**src/sv/oags_pkg.sv**
```systemverilog
// ----------------------------------------------------------------------------
// oags_pkg
// codes, pose type and gait tables of the gait sequencer
// ----------------------------------------------------------------------------
package oags_pkg;

	localparam int AngleW = 8;
	localparam int DistW  = 7;
	localparam int ThrW   = 8;
	localparam int StepW  = 4;

	typedef enum logic [2:0] {
		MODE_IDLE = 3'd0,
		MODE_WALK = 3'd1,
		MODE_TURN = 3'd2,
		MODE_BACK = 3'd3,
		MODE_STOP = 3'd4
	} mode_t;

	localparam logic [1:0] KIND_DIST = 2'd0;
	localparam logic [1:0] KIND_TICK = 2'd1;
	localparam logic [1:0] KIND_CMD  = 2'd2;

	localparam logic [2:0] CMD_STOP  = 3'd0;
	localparam logic [2:0] CMD_WALK  = 3'd1;
	localparam logic [2:0] CMD_LEFT  = 3'd2;
	localparam logic [2:0] CMD_RIGHT = 3'd3;
	localparam logic [2:0] CMD_BACK  = 3'd4;

	localparam logic [2:0] ADDR_NEAR = 3'd0;
	localparam logic [2:0] ADDR_WARN = 3'd4;

	localparam logic [ThrW-1:0] NEAR_RESET = 8'd15;
	localparam logic [ThrW-1:0] WARN_RESET = 8'd25;

	localparam logic [StepW-1:0] WALK_LEN   = 4'd6;
	localparam logic [StepW-1:0] TURN_LEN   = 4'd3;
	localparam logic [StepW-1:0] BACK_TOTAL = 4'd8;

	localparam logic [AngleW-1:0] STAND_ANGLE = 8'd90;

	typedef struct packed {
		logic [AngleW-1:0] fl;
		logic [AngleW-1:0] fr;
		logic [AngleW-1:0] rl;
		logic [AngleW-1:0] rr;
	} pose_t;

	localparam pose_t POSE_STAND = '{fl: 8'd90, fr: 8'd90, rl: 8'd90, rr: 8'd90};
	localparam pose_t POSE_A     = '{fl: 8'd70, fr: 8'd90, rl: 8'd90, rr: 8'd70};
	localparam pose_t POSE_B     = '{fl: 8'd110, fr: 8'd90, rl: 8'd90, rr: 8'd110};
	localparam pose_t POSE_C     = '{fl: 8'd90, fr: 8'd70, rl: 8'd70, rr: 8'd90};
	localparam pose_t POSE_D     = '{fl: 8'd90, fr: 8'd110, rl: 8'd110, rr: 8'd90};
	localparam pose_t POSE_E     = '{fl: 8'd120, fr: 8'd60, rl: 8'd60, rr: 8'd120};
	localparam pose_t POSE_F     = '{fl: 8'd60, fr: 8'd120, rl: 8'd120, rr: 8'd60};

	// step mod 6 for a 4-bit step
	function automatic logic [2:0] walk_idx(input logic [StepW-1:0] step);
		logic [StepW-1:0] r;
		if (step < WALK_LEN)
			r = step;
		else if (step < 4'(2 * WALK_LEN))
			r = step - WALK_LEN;
		else
			r = step - 4'(2 * WALK_LEN);
		return r[2:0];
	endfunction

	function automatic pose_t walk_row(input logic [2:0] idx);
		pose_t p;
		unique case (idx)
			3'd0: p = POSE_A;
			3'd1: p = POSE_B;
			3'd3: p = POSE_C;
			3'd4: p = POSE_D;
			default: p = POSE_STAND;
		endcase
		return p;
	endfunction

	function automatic pose_t turn_row(input logic left, input logic [1:0] idx);
		pose_t p;
		unique case (idx)
			2'd0: p = left ? POSE_C : POSE_A;
			2'd1: p = left ? POSE_B : POSE_D;
			default: p = POSE_STAND;
		endcase
		return p;
	endfunction

	function automatic pose_t back_row(input logic [1:0] idx);
		pose_t p;
		unique case (idx)
			2'd0: p = POSE_E;
			2'd2: p = POSE_F;
			default: p = POSE_STAND;
		endcase
		return p;
	endfunction

endpackage

```
**src/sv/obstacle_avoid_gait_sequencer.sv**
```systemverilog
// ----------------------------------------------------------------------------
// obstacle avoid gait sequencer
// mode sequencer and servo pose generator of a four-legged walker
// ----------------------------------------------------------------------------
// a transaction passes the input register, then the result register, to result valid
// throughput: one transaction per cycle unless stalled; mode logic is combinational
// the input register drains whenever the result register is empty or being taken
// reset: async active low; mode idle, step 0, flags 0, thresholds 15 and 25 cm
// reset empties both registers; no clearing pass
module obstacle_avoid_gait_sequencer (
	input  logic        clk,
	input  logic        arst_n,
	input  logic        psel,
	input  logic        penable,
	input  logic        pwrite,
	input  logic [2:0]  paddr,
	input  logic [31:0] pwdata,
	output logic [31:0] prdata,
	output logic        pready,
	input  logic        in_valid,
	output logic        in_stall,
	input  logic [1:0]  kind,
	input  logic [6:0]  distance_cm,
	input  logic [2:0]  command,
	input  logic        turn_left_pick,
	output logic        out_valid,
	input  logic        out_stall,
	output logic        servo_write,
	output logic [7:0]  angle_front_left,
	output logic [7:0]  angle_front_right,
	output logic [7:0]  angle_rear_left,
	output logic [7:0]  angle_rear_right,
	output logic [2:0]  mode,
	output logic        obstacle_seen
);

	logic [oags_pkg::ThrW-1:0] near_q, warn_q;

	logic                      valid_s1;
	logic [1:0]                kind_s1;
	logic [oags_pkg::DistW-1:0] dist_s1;
	logic [2:0]                cmd_s1;
	logic                      pick_s1;

	oags_pkg::mode_t            mode_q, mode_d;
	logic [oags_pkg::StepW-1:0] step_q, step_d;
	logic                       left_q, left_d;
	logic                       obst_q, obst_d;
	logic                       wr_d;
	oags_pkg::pose_t            pose_d;
	logic [2:0]                 widx;
	logic [oags_pkg::StepW-1:0] step_inc;

	logic            out_valid_s2;
	logic            wr_s2;
	oags_pkg::pose_t pose_s2;
	oags_pkg::mode_t mode_s2;
	logic            obst_s2;

	logic adv;

	// apb register file
	assign pready = 1'b1;

	always_comb begin
		unique case (paddr)
			oags_pkg::ADDR_NEAR: prdata = {24'd0, near_q};
			oags_pkg::ADDR_WARN: prdata = {24'd0, warn_q};
			default: prdata = 32'd0;
		endcase
	end

	always_ff @(posedge clk or negedge arst_n) begin
		if (!arst_n) begin
			near_q <= oags_pkg::NEAR_RESET;
			warn_q <= oags_pkg::WARN_RESET;
		end else if (psel && penable && pwrite) begin
			if (paddr == oags_pkg::ADDR_NEAR)
				near_q <= pwdata[7:0];
			if (paddr == oags_pkg::ADDR_WARN)
				warn_q <= pwdata[7:0];
		end
	end

	// handshake
	assign adv      = !out_valid_s2 || !out_stall;
	assign in_stall = valid_s1 && !adv;

	always_ff @(posedge clk or negedge arst_n) begin
		if (!arst_n)
			valid_s1 <= 1'b0;
		else if (!in_stall)
			valid_s1 <= in_valid;
	end

	always_ff @(posedge clk) begin
		if (in_valid && !in_stall) begin
			kind_s1 <= kind;
			dist_s1 <= distance_cm;
			cmd_s1  <= command;
			pick_s1 <= turn_left_pick;
		end
	end

	// next state and pose
	assign widx     = oags_pkg::walk_idx(step_q);
	assign step_inc = step_q + 4'd1;

	always_comb begin
		mode_d = mode_q;
		step_d = step_q;
		left_d = left_q;
		obst_d = obst_q;
		wr_d   = 1'b0;
		pose_d = '0;
		unique case (kind_s1)
			oags_pkg::KIND_DIST: begin
				if ({1'b0, dist_s1} < near_q) begin
					obst_d = 1'b1;
					if (mode_q != oags_pkg::MODE_BACK && mode_q != oags_pkg::MODE_TURN) begin
						mode_d = oags_pkg::MODE_BACK;
						step_d = '0;
					end
				end else if ({1'b0, dist_s1} < warn_q) begin
					obst_d = 1'b1;
					if (mode_q == oags_pkg::MODE_WALK) begin
						mode_d = oags_pkg::MODE_TURN;
						step_d = '0;
						left_d = pick_s1;
					end
				end else begin
					obst_d = 1'b0;
					if (mode_q == oags_pkg::MODE_IDLE || mode_q == oags_pkg::MODE_STOP) begin
						mode_d = oags_pkg::MODE_WALK;
						step_d = '0;
					end
				end
			end
			oags_pkg::KIND_TICK: begin
				unique case (mode_q)
					oags_pkg::MODE_WALK: begin
						wr_d   = 1'b1;
						pose_d = oags_pkg::walk_row(widx);
						step_d = (widx == 3'(oags_pkg::WALK_LEN - 4'd1)) ? '0
							: {1'b0, widx + 3'd1};
					end
					oags_pkg::MODE_TURN: begin
						wr_d = 1'b1;
						if (step_q < oags_pkg::TURN_LEN) begin
							pose_d = oags_pkg::turn_row(left_q, step_q[1:0]);
							step_d = step_inc;
						end else begin
							pose_d = oags_pkg::POSE_STAND;
							mode_d = oags_pkg::MODE_WALK;
							step_d = '0;
						end
					end
					oags_pkg::MODE_BACK: begin
						wr_d   = 1'b1;
						pose_d = oags_pkg::back_row(step_q[1:0]);
						if (step_inc >= oags_pkg::BACK_TOTAL) begin
							mode_d = oags_pkg::MODE_TURN;
							step_d = '0;
							left_d = pick_s1;
						end else begin
							step_d = step_inc;
						end
					end
					default: begin
						wr_d   = 1'b1;
						pose_d = oags_pkg::POSE_STAND;
					end
				endcase
			end
			oags_pkg::KIND_CMD: begin
				unique case (cmd_s1)
					oags_pkg::CMD_STOP: begin
						mode_d = oags_pkg::MODE_STOP;
						wr_d   = 1'b1;
						pose_d = oags_pkg::POSE_STAND;
					end
					oags_pkg::CMD_WALK: begin
						mode_d = oags_pkg::MODE_WALK;
						step_d = '0;
					end
					oags_pkg::CMD_LEFT: begin
						mode_d = oags_pkg::MODE_TURN;
						step_d = '0;
						left_d = 1'b1;
					end
					oags_pkg::CMD_RIGHT: begin
						mode_d = oags_pkg::MODE_TURN;
						step_d = '0;
						left_d = 1'b0;
					end
					oags_pkg::CMD_BACK: begin
						mode_d = oags_pkg::MODE_BACK;
						step_d = '0;
					end
					default: ;
				endcase
			end
			default: ;
		endcase
	end

	always_ff @(posedge clk or negedge arst_n) begin
		if (!arst_n) begin
			mode_q       <= oags_pkg::MODE_IDLE;
			step_q       <= '0;
			left_q       <= 1'b0;
			obst_q       <= 1'b0;
			out_valid_s2 <= 1'b0;
		end else if (adv) begin
			out_valid_s2 <= valid_s1;
			if (valid_s1) begin
				mode_q <= mode_d;
				step_q <= step_d;
				left_q <= left_d;
				obst_q <= obst_d;
			end
		end
	end

	always_ff @(posedge clk) begin
		if (adv && valid_s1) begin
			wr_s2   <= wr_d;
			pose_s2 <= pose_d;
			mode_s2 <= mode_d;
			obst_s2 <= obst_d;
		end
	end

	assign out_valid         = out_valid_s2;
	assign servo_write       = wr_s2;
	assign angle_front_left  = pose_s2.fl;
	assign angle_front_right = pose_s2.fr;
	assign angle_rear_left   = pose_s2.rl;
	assign angle_rear_right  = pose_s2.rr;
	assign mode              = mode_s2;
	assign obstacle_seen     = obst_s2;

endmodule

```
**config.mk**
```make
export PLATFORM = sky130hd
export DESIGN_NAME = obstacle_avoid_gait_sequencer
export DESIGN_NICKNAME = d
export VERILOG_FILES = /design/src/sv/oags_pkg.sv /design/src/sv/obstacle_avoid_gait_sequencer.sv
export SDC_FILE = /design/constraint.sdc
export NUM_CORES = 1
export LEC_CHECK = 0
export BUFFER_PORTS_ARGS = -buffer_cell sky130_fd_sc_hd__buf_2
export CAP_MARGIN = 30
export CORE_ASPECT_RATIO = 1.75
export CORE_MARGIN = 2
export CORE_UTILIZATION = 45
export DETAILED_ROUTE_END_ITERATION = 12
export PLACE_DENSITY = 0.75
export SLEW_MARGIN = 20
export SYNTH_ARGS = -nofsm -noshare
export SYNTH_HDL_FRONTEND = slang
export SYNTH_SLANG_ARGS = --single-unit
```
**constraint.sdc**
```tcl
create_clock -name clk -period 2.26 [get_ports clk]
set_input_delay 0.452 -clock clk [delete_from_list [all_inputs] [get_ports clk]]
set_output_delay 0.452 -clock clk [all_outputs]
set_load 0.02 [all_outputs]
```
# [After elaboration in Yosys (flattened, before gate mapping)]
# Index checks and enable logic that the tools add are counted.
[totals] romBits=0 reg_bits=77 elab_cells=130 ram_bits=0 memories=0 latchBits=0
[op_classes] shifts=0 eq_ne=30 bitwise=0 add_sub_neg=4 reduce_logical=26 div_mod_pow=0 magnitude_cmp=6 mul=0 n_mux=45
[op_table] op="$pmux 30 s4" n=1
[op_table] op="$pmux 32 s3" n=1
[op_table] op="$pmux 32 s2" n=1
[op_table] op="$pmux 31 s2" n=1
[op_table] op="$pmux 30 s2" n=1
[op_table] op="$mux 32" n=1
[op_table] op="$mux 4" n=8
[op_table] op="$mux 31" n=1
[op_table] op="$mux 3" n=10
[op_table] op="$mux 30" n=1
[op_table] op="$mux 29" n=1
[op_table] op="$pmux 4 s3" n=2
[op_table] op="$lt 7x8->1" n=2
[op_table] op="$pmux 8 s2" n=1
[op_table] op="$eq 3x2->1 const B" n=5
[op_table] op="$eq 3x3->1 const B" n=5
[op_table] op="$logic_not 3->1" n=4
[op_table] op="$ne 2x2->1 const B" n=6
[op_table] op="$pmux 3 s4" n=1
[op_table] op="$eq 3x1->1 const B" n=3
[op_table] op="$mux 1" n=9
[op_table] op="$pmux 3 s3" n=1
[op_table] op="$reduce_and 9->1" n=1
[op_table] op="$ne 4x4->1 const B" n=2
[op_table] op="other kinds (25)" n=42

# [Logic depth before layout (Yosys ltp)]
[depth] word_depth=7 mapped_depth=9 mapped_depth_nobuf=8

# [Worst setup path before layout]
# OpenSTA, ideal clock, no wires.
[synth_path] kind="register to register" startpoint="register warn_q[3] (netlist bit)" endpoint="register mode_s2[1], in the netlist mode[1] (data pin)" slack_ps=67 period_less_slack_ps=2193 t_required_ps=1998 stages_incl_launch_ff=9 t_arrival_ps=1931 cell_sequence="dfstp_2 -> inv_1 -> ha_1 -> o211ai_1 -> a211oi_4 -> nor2_2 -> a311o_1 -> a211oi_2 -> a21oi_1"
[synth_via] elab_chain_len=4
[synth_rtl] item="start, declared" line_no="obstacle_avoid_gait_sequencer.sv:37" source="logic [oags_pkg::ThrW-1:0] near_q, warn_q;"
[synth_rtl] item="start signal, assigned" line_no="obstacle_avoid_gait_sequencer.sv:76" source="warn_q <= oags_pkg::WARN_RESET;"
[synth_rtl] item="start signal, assigned" line_no="obstacle_avoid_gait_sequencer.sv:81" source="warn_q <= pwdata[7:0];"
[synth_rtl] item="$lt 7x8->1" line_no="obstacle_avoid_gait_sequencer.sv:124" source="end else if ({1'b0, dist_s1} < warn_q) begin"
[synth_rtl] item="$mux 3" line_no="obstacle_avoid_gait_sequencer.sv:124"
[synth_rtl] item="$mux 3" line_no="obstacle_avoid_gait_sequencer.sv:118" source="if ({1'b0, dist_s1} < near_q) begin"
[synth_rtl] item="$pmux 3 s3" line_no="obstacle_avoid_gait_sequencer.sv:116" source="unique case (kind_s1)"
[synth_rtl] item="via mode_d[1]" line_no="obstacle_avoid_gait_sequencer.sv:45" source="oags_pkg::mode_t mode_q, mode_d;"
[synth_rtl] item="end signal, assigned" line_no="obstacle_avoid_gait_sequencer.sv:229" source="mode_s2 <= mode_d;"
[synth_rtl] item="end, declared" line_no="obstacle_avoid_gait_sequencer.sv:57" source="oags_pkg::mode_t mode_s2;"
# The timed path passes the listed nets, and every way through them passes these cells.
# A chain may end at the register's enable or synchronous reset.

# [Final worst setup path]
[layout_path] startpoint="register dist_s1[6] (netlist bit)" endpoint="register step_q[3] (netlist bit)"
[layout_via] elab_chain_len=4
[layout_rtl] item="start, declared" line_no="obstacle_avoid_gait_sequencer.sv:41" source="logic [oags_pkg::DistW-1:0] dist_s1;"
[layout_rtl] item="start signal, assigned" line_no="obstacle_avoid_gait_sequencer.sv:99" source="dist_s1 <= distance_cm;"
[layout_rtl] item="$lt 7x8->1" line_no="obstacle_avoid_gait_sequencer.sv:124"
[layout_rtl] item="$mux 4" line_no="obstacle_avoid_gait_sequencer.sv:124"
[layout_rtl] item="$mux 4" line_no="obstacle_avoid_gait_sequencer.sv:118"
[layout_rtl] item="$pmux 4 s3" line_no="obstacle_avoid_gait_sequencer.sv:116"
[layout_rtl] item="end signal, assigned" line_no="obstacle_avoid_gait_sequencer.sv:218" source="step_q <= step_d;"
[layout_rtl] item="end, declared" line_no="obstacle_avoid_gait_sequencer.sv:46" source="logic [oags_pkg::StepW-1:0] step_q, step_d;"
# Several ways; a longest one is shown, not always the timed one.

==> metrics.txt <==
status completed; yosys warns 0; Storage cell area 1560 um2; vias 2916; gr usage total 17.9%; Worst slew margin 57.4%; power density over the cells 806 nW/um2; clock transition at the registers of the reported paths 0.07 ns; Seq cells post-synth 56; cell area after synthesis 3830 um2; DP Wirelength 6270 um; max-slew violation count 0; DR iter-0 viols 154; Post-synth EDFFs 29; gate count of the mapped netlist 384; Die ar. 9300 um2; Clock Skew 0.00812 ns; vias in the first global route 2836; worst-margin pin slew 0.640 ns; Max Used Layer met4; VDD IR max 0.606 mV; endpoints failing setup 0; final worst-path cycle share 99.9%; ANT nets after route 0; Nets 530; GRT overflow 0; Arr. time, crit path 2.44 ns; Avg Inst Size Synth 9.98 um2; Initial Util 46.4%; post-DR wirelength/cell 14.3 um; WL met3 344 um; chip width 73.8 um; first-pass GRT wire length 12900 um; RR Startpoint dist_s1[6]; GP Congestion 0.871; Via density 5.33; wire length on met1 2810 um; drt drc 0; Distinct cells, synth 57; Root Driver clkbuf_16; initial antenna violation count 0; CTS tree yes; # fillers 739; largest net degree at the start of global routing 28; I/O Pins 127; Pre-antenna DRT Iters 4; WL met2 4430 um; WP data required 2.44 ns; # H-tree levels 2; clk sinks 56; Power, Total 0.00358 W; Die H 126 um; Primary FF master, synth edfxtp_1; Max Root-Sink Buffers 2; Max Cap Viol 0; Critical path origin dist_s1[6]; Area growth, synth to finish 15.7%; Final Critical Period 2.26 ns; crit path capture type register; layout cells sized above 1 33.8%; RSZ-0062 raised after global routing true; post-route setup TNS 0 ns; final hold vios 0; hold buffers post-CTS 0; crit start category register; clk_lat worst skew 0.29 ns; total CTS buffers 5; CP Class register to register; IO buf count 69; min-delay worst type input pin to asynchronous set/reset pin; total routed wirelength 7830 um; Row Count 44; ys async rst share 48.2%; sequential area share after synthesis 40.6%; Leakage 1.99 nW; Multi-input gate area 2010 um2; Max Clk Rate 443 MHz; CORE AREA 8260 um2; crit path max fanout 4; diode count 0
[layout make-up]
type,count,area share (%)
clock buffer,6,2.91
clock inverter,2,0.254
inverter,24,2.03
multi-input combinational,274,45.3
sequential,56,35.1
tap,92,2.60
timing repair buffer,93,11.9
[kinds of logic after synthesis]
logic type | share of synthesized area, %
buffers and inverters | 13.1
flip-flops | 40.6
adder cells (fa/ha/maj) | 6.86
AO/OA/AOI/OAI | 16.1
XOR/XNOR | 1.37
AND/OR/NAND/NOR | 12.7
other | 0.196
multiplexers | 9.05
[layout by cell type (no fill, tap or decap), drive strengths merged, types with 2 or more instances in the layout]
master and count:
nand3b 4, a21boi 2, inv 24, mux2 20, dfstp 7, nand2b 6
o21ai 31, xor2 2, nand2 22, clkbuf 6, xnor2 4, a211oi 7
and3 3, or2 2, or3 5, o31ai 2, ha 21, a31oi 8
nand3 9, a311oi 2, nor3b 3, a221oi 2, o211ai 4, and2 3
a22oi 2, nor2b 3, mux2i 11, buf 93, edfxtp 29, dfrtp 20
nor2 25, nor3 5, conb 33, a21oi 18, a22o 2
[state kept, by name (all words and copies together) (netlist names), 2 cells and up]
name,cells
mode_q,3
dist_s1,7
angle_front_left,6
cmd_s1,3
near_q,8
warn_q,8
angle_front_right,5
kind_s1,2
step_q,4
mode,3
[synth_stat cells, types with 3 or more instances]
| cell | instances | share of area [%] |
|---|---|---|
| nand2b_1 | 6 | 0.98 |
| inv_1 | 24 | 2.4 |
| or3_1 | 5 | 0.82 |
| dfrtp_1 | 20 | 13 |
| o211ai_1 | 4 | 0.78 |
| o21ai_0 | 28 | 3.7 |
| mux2i_1 | 11 | 2.9 |
| a31oi_1 | 7 | 1.1 |
| buf_2 | 6 | 0.78 |
| a21oi_1 | 18 | 2.4 |
| dfstp_2 | 7 | 4.8 |
| clkbuf_1 | 8 | 0.78 |
| nand3b_1 | 4 | 0.78 |
| nand3_1 | 9 | 1.2 |
| xnor2_1 | 4 | 0.91 |
| buf_4 | 47 | 9.2 |
| nor2b_1 | 3 | 0.49 |
| ha_1 | 21 | 6.9 |
| nor2_1 | 24 | 2.4 |
| mux2_2 | 17 | 5.0 |
| mux2_4 | 3 | 1.2 |
| edfxtp_1 | 29 | 23 |
| nor3b_1 | 3 | 0.59 |
| and2_1 | 3 | 0.49 |
| and3_1 | 3 | 0.49 |
| nand2_1 | 22 | 2.2 |
| nor3_1 | 5 | 0.65 |
| a211oi_1 | 4 | 0.78 |
[layer usage]
| layer | vias up | track usage (%) |
|---|---|---|
| met4 | 0 | 7.70 |
| met2 | 115 | 34.5 |
| met5 | - | 0 |
| li1 | 1433 | - |
| met3 | 19 | 3.04 |
| met1 | 1349 | 17.7 |
[power breakdown]
group,switching (W),internal [W]
logic,0.000828,0.000610
clock network,0.000344,0.000408
registers,0.000134,0.00125
total,0.00131,0.00227
[worst paths after layout]
path,depth (start not counted),end,slack [ns]
worst max register to register,7,step_q[3],0.001
worst min register to register,2,out_valid,0.49
min in group clk,1,dist_s1[4],0.33
max in group asynchronous,1,warn_q[1],1.67
worst min-delay path,1,out_valid,0.18
worst max-delay path,7,step_q[3],0.001
[per-stage QoR]
step	area [um2]	hold WS [ns]	util [%]	setup WS, ns	std cells
after detailed placement	4180	0.486	50.6	-0.0714	539
after floorplan	3950	0.156	-	0.0669	415
after global placement	4180	0.474	50.6	-0.0384	539
final	4430	0.177	53.7	0.00131	547
after global routing	4430	0.224	53.7	-0.0679	547
after CTS	4370	0.195	52.9	0.00298	547
[critical path: stages, from the launching register on]
cell,delay (ns)
edfxtp_1,0.48
ha_4,0.31
and4b_2,0.31
o2bb2ai_4,0.15
a31oi_4,0.06
a311oi_2,0.38
o21ai_4,0.14
mux2_4,0.32
[repair_timing]
item	CTS	global route
pin swaps	7	5
setup endpoints to repair	9	12
resized for setup	8	9
setup buffers	0	0
(Power assumes the default switching activity.)
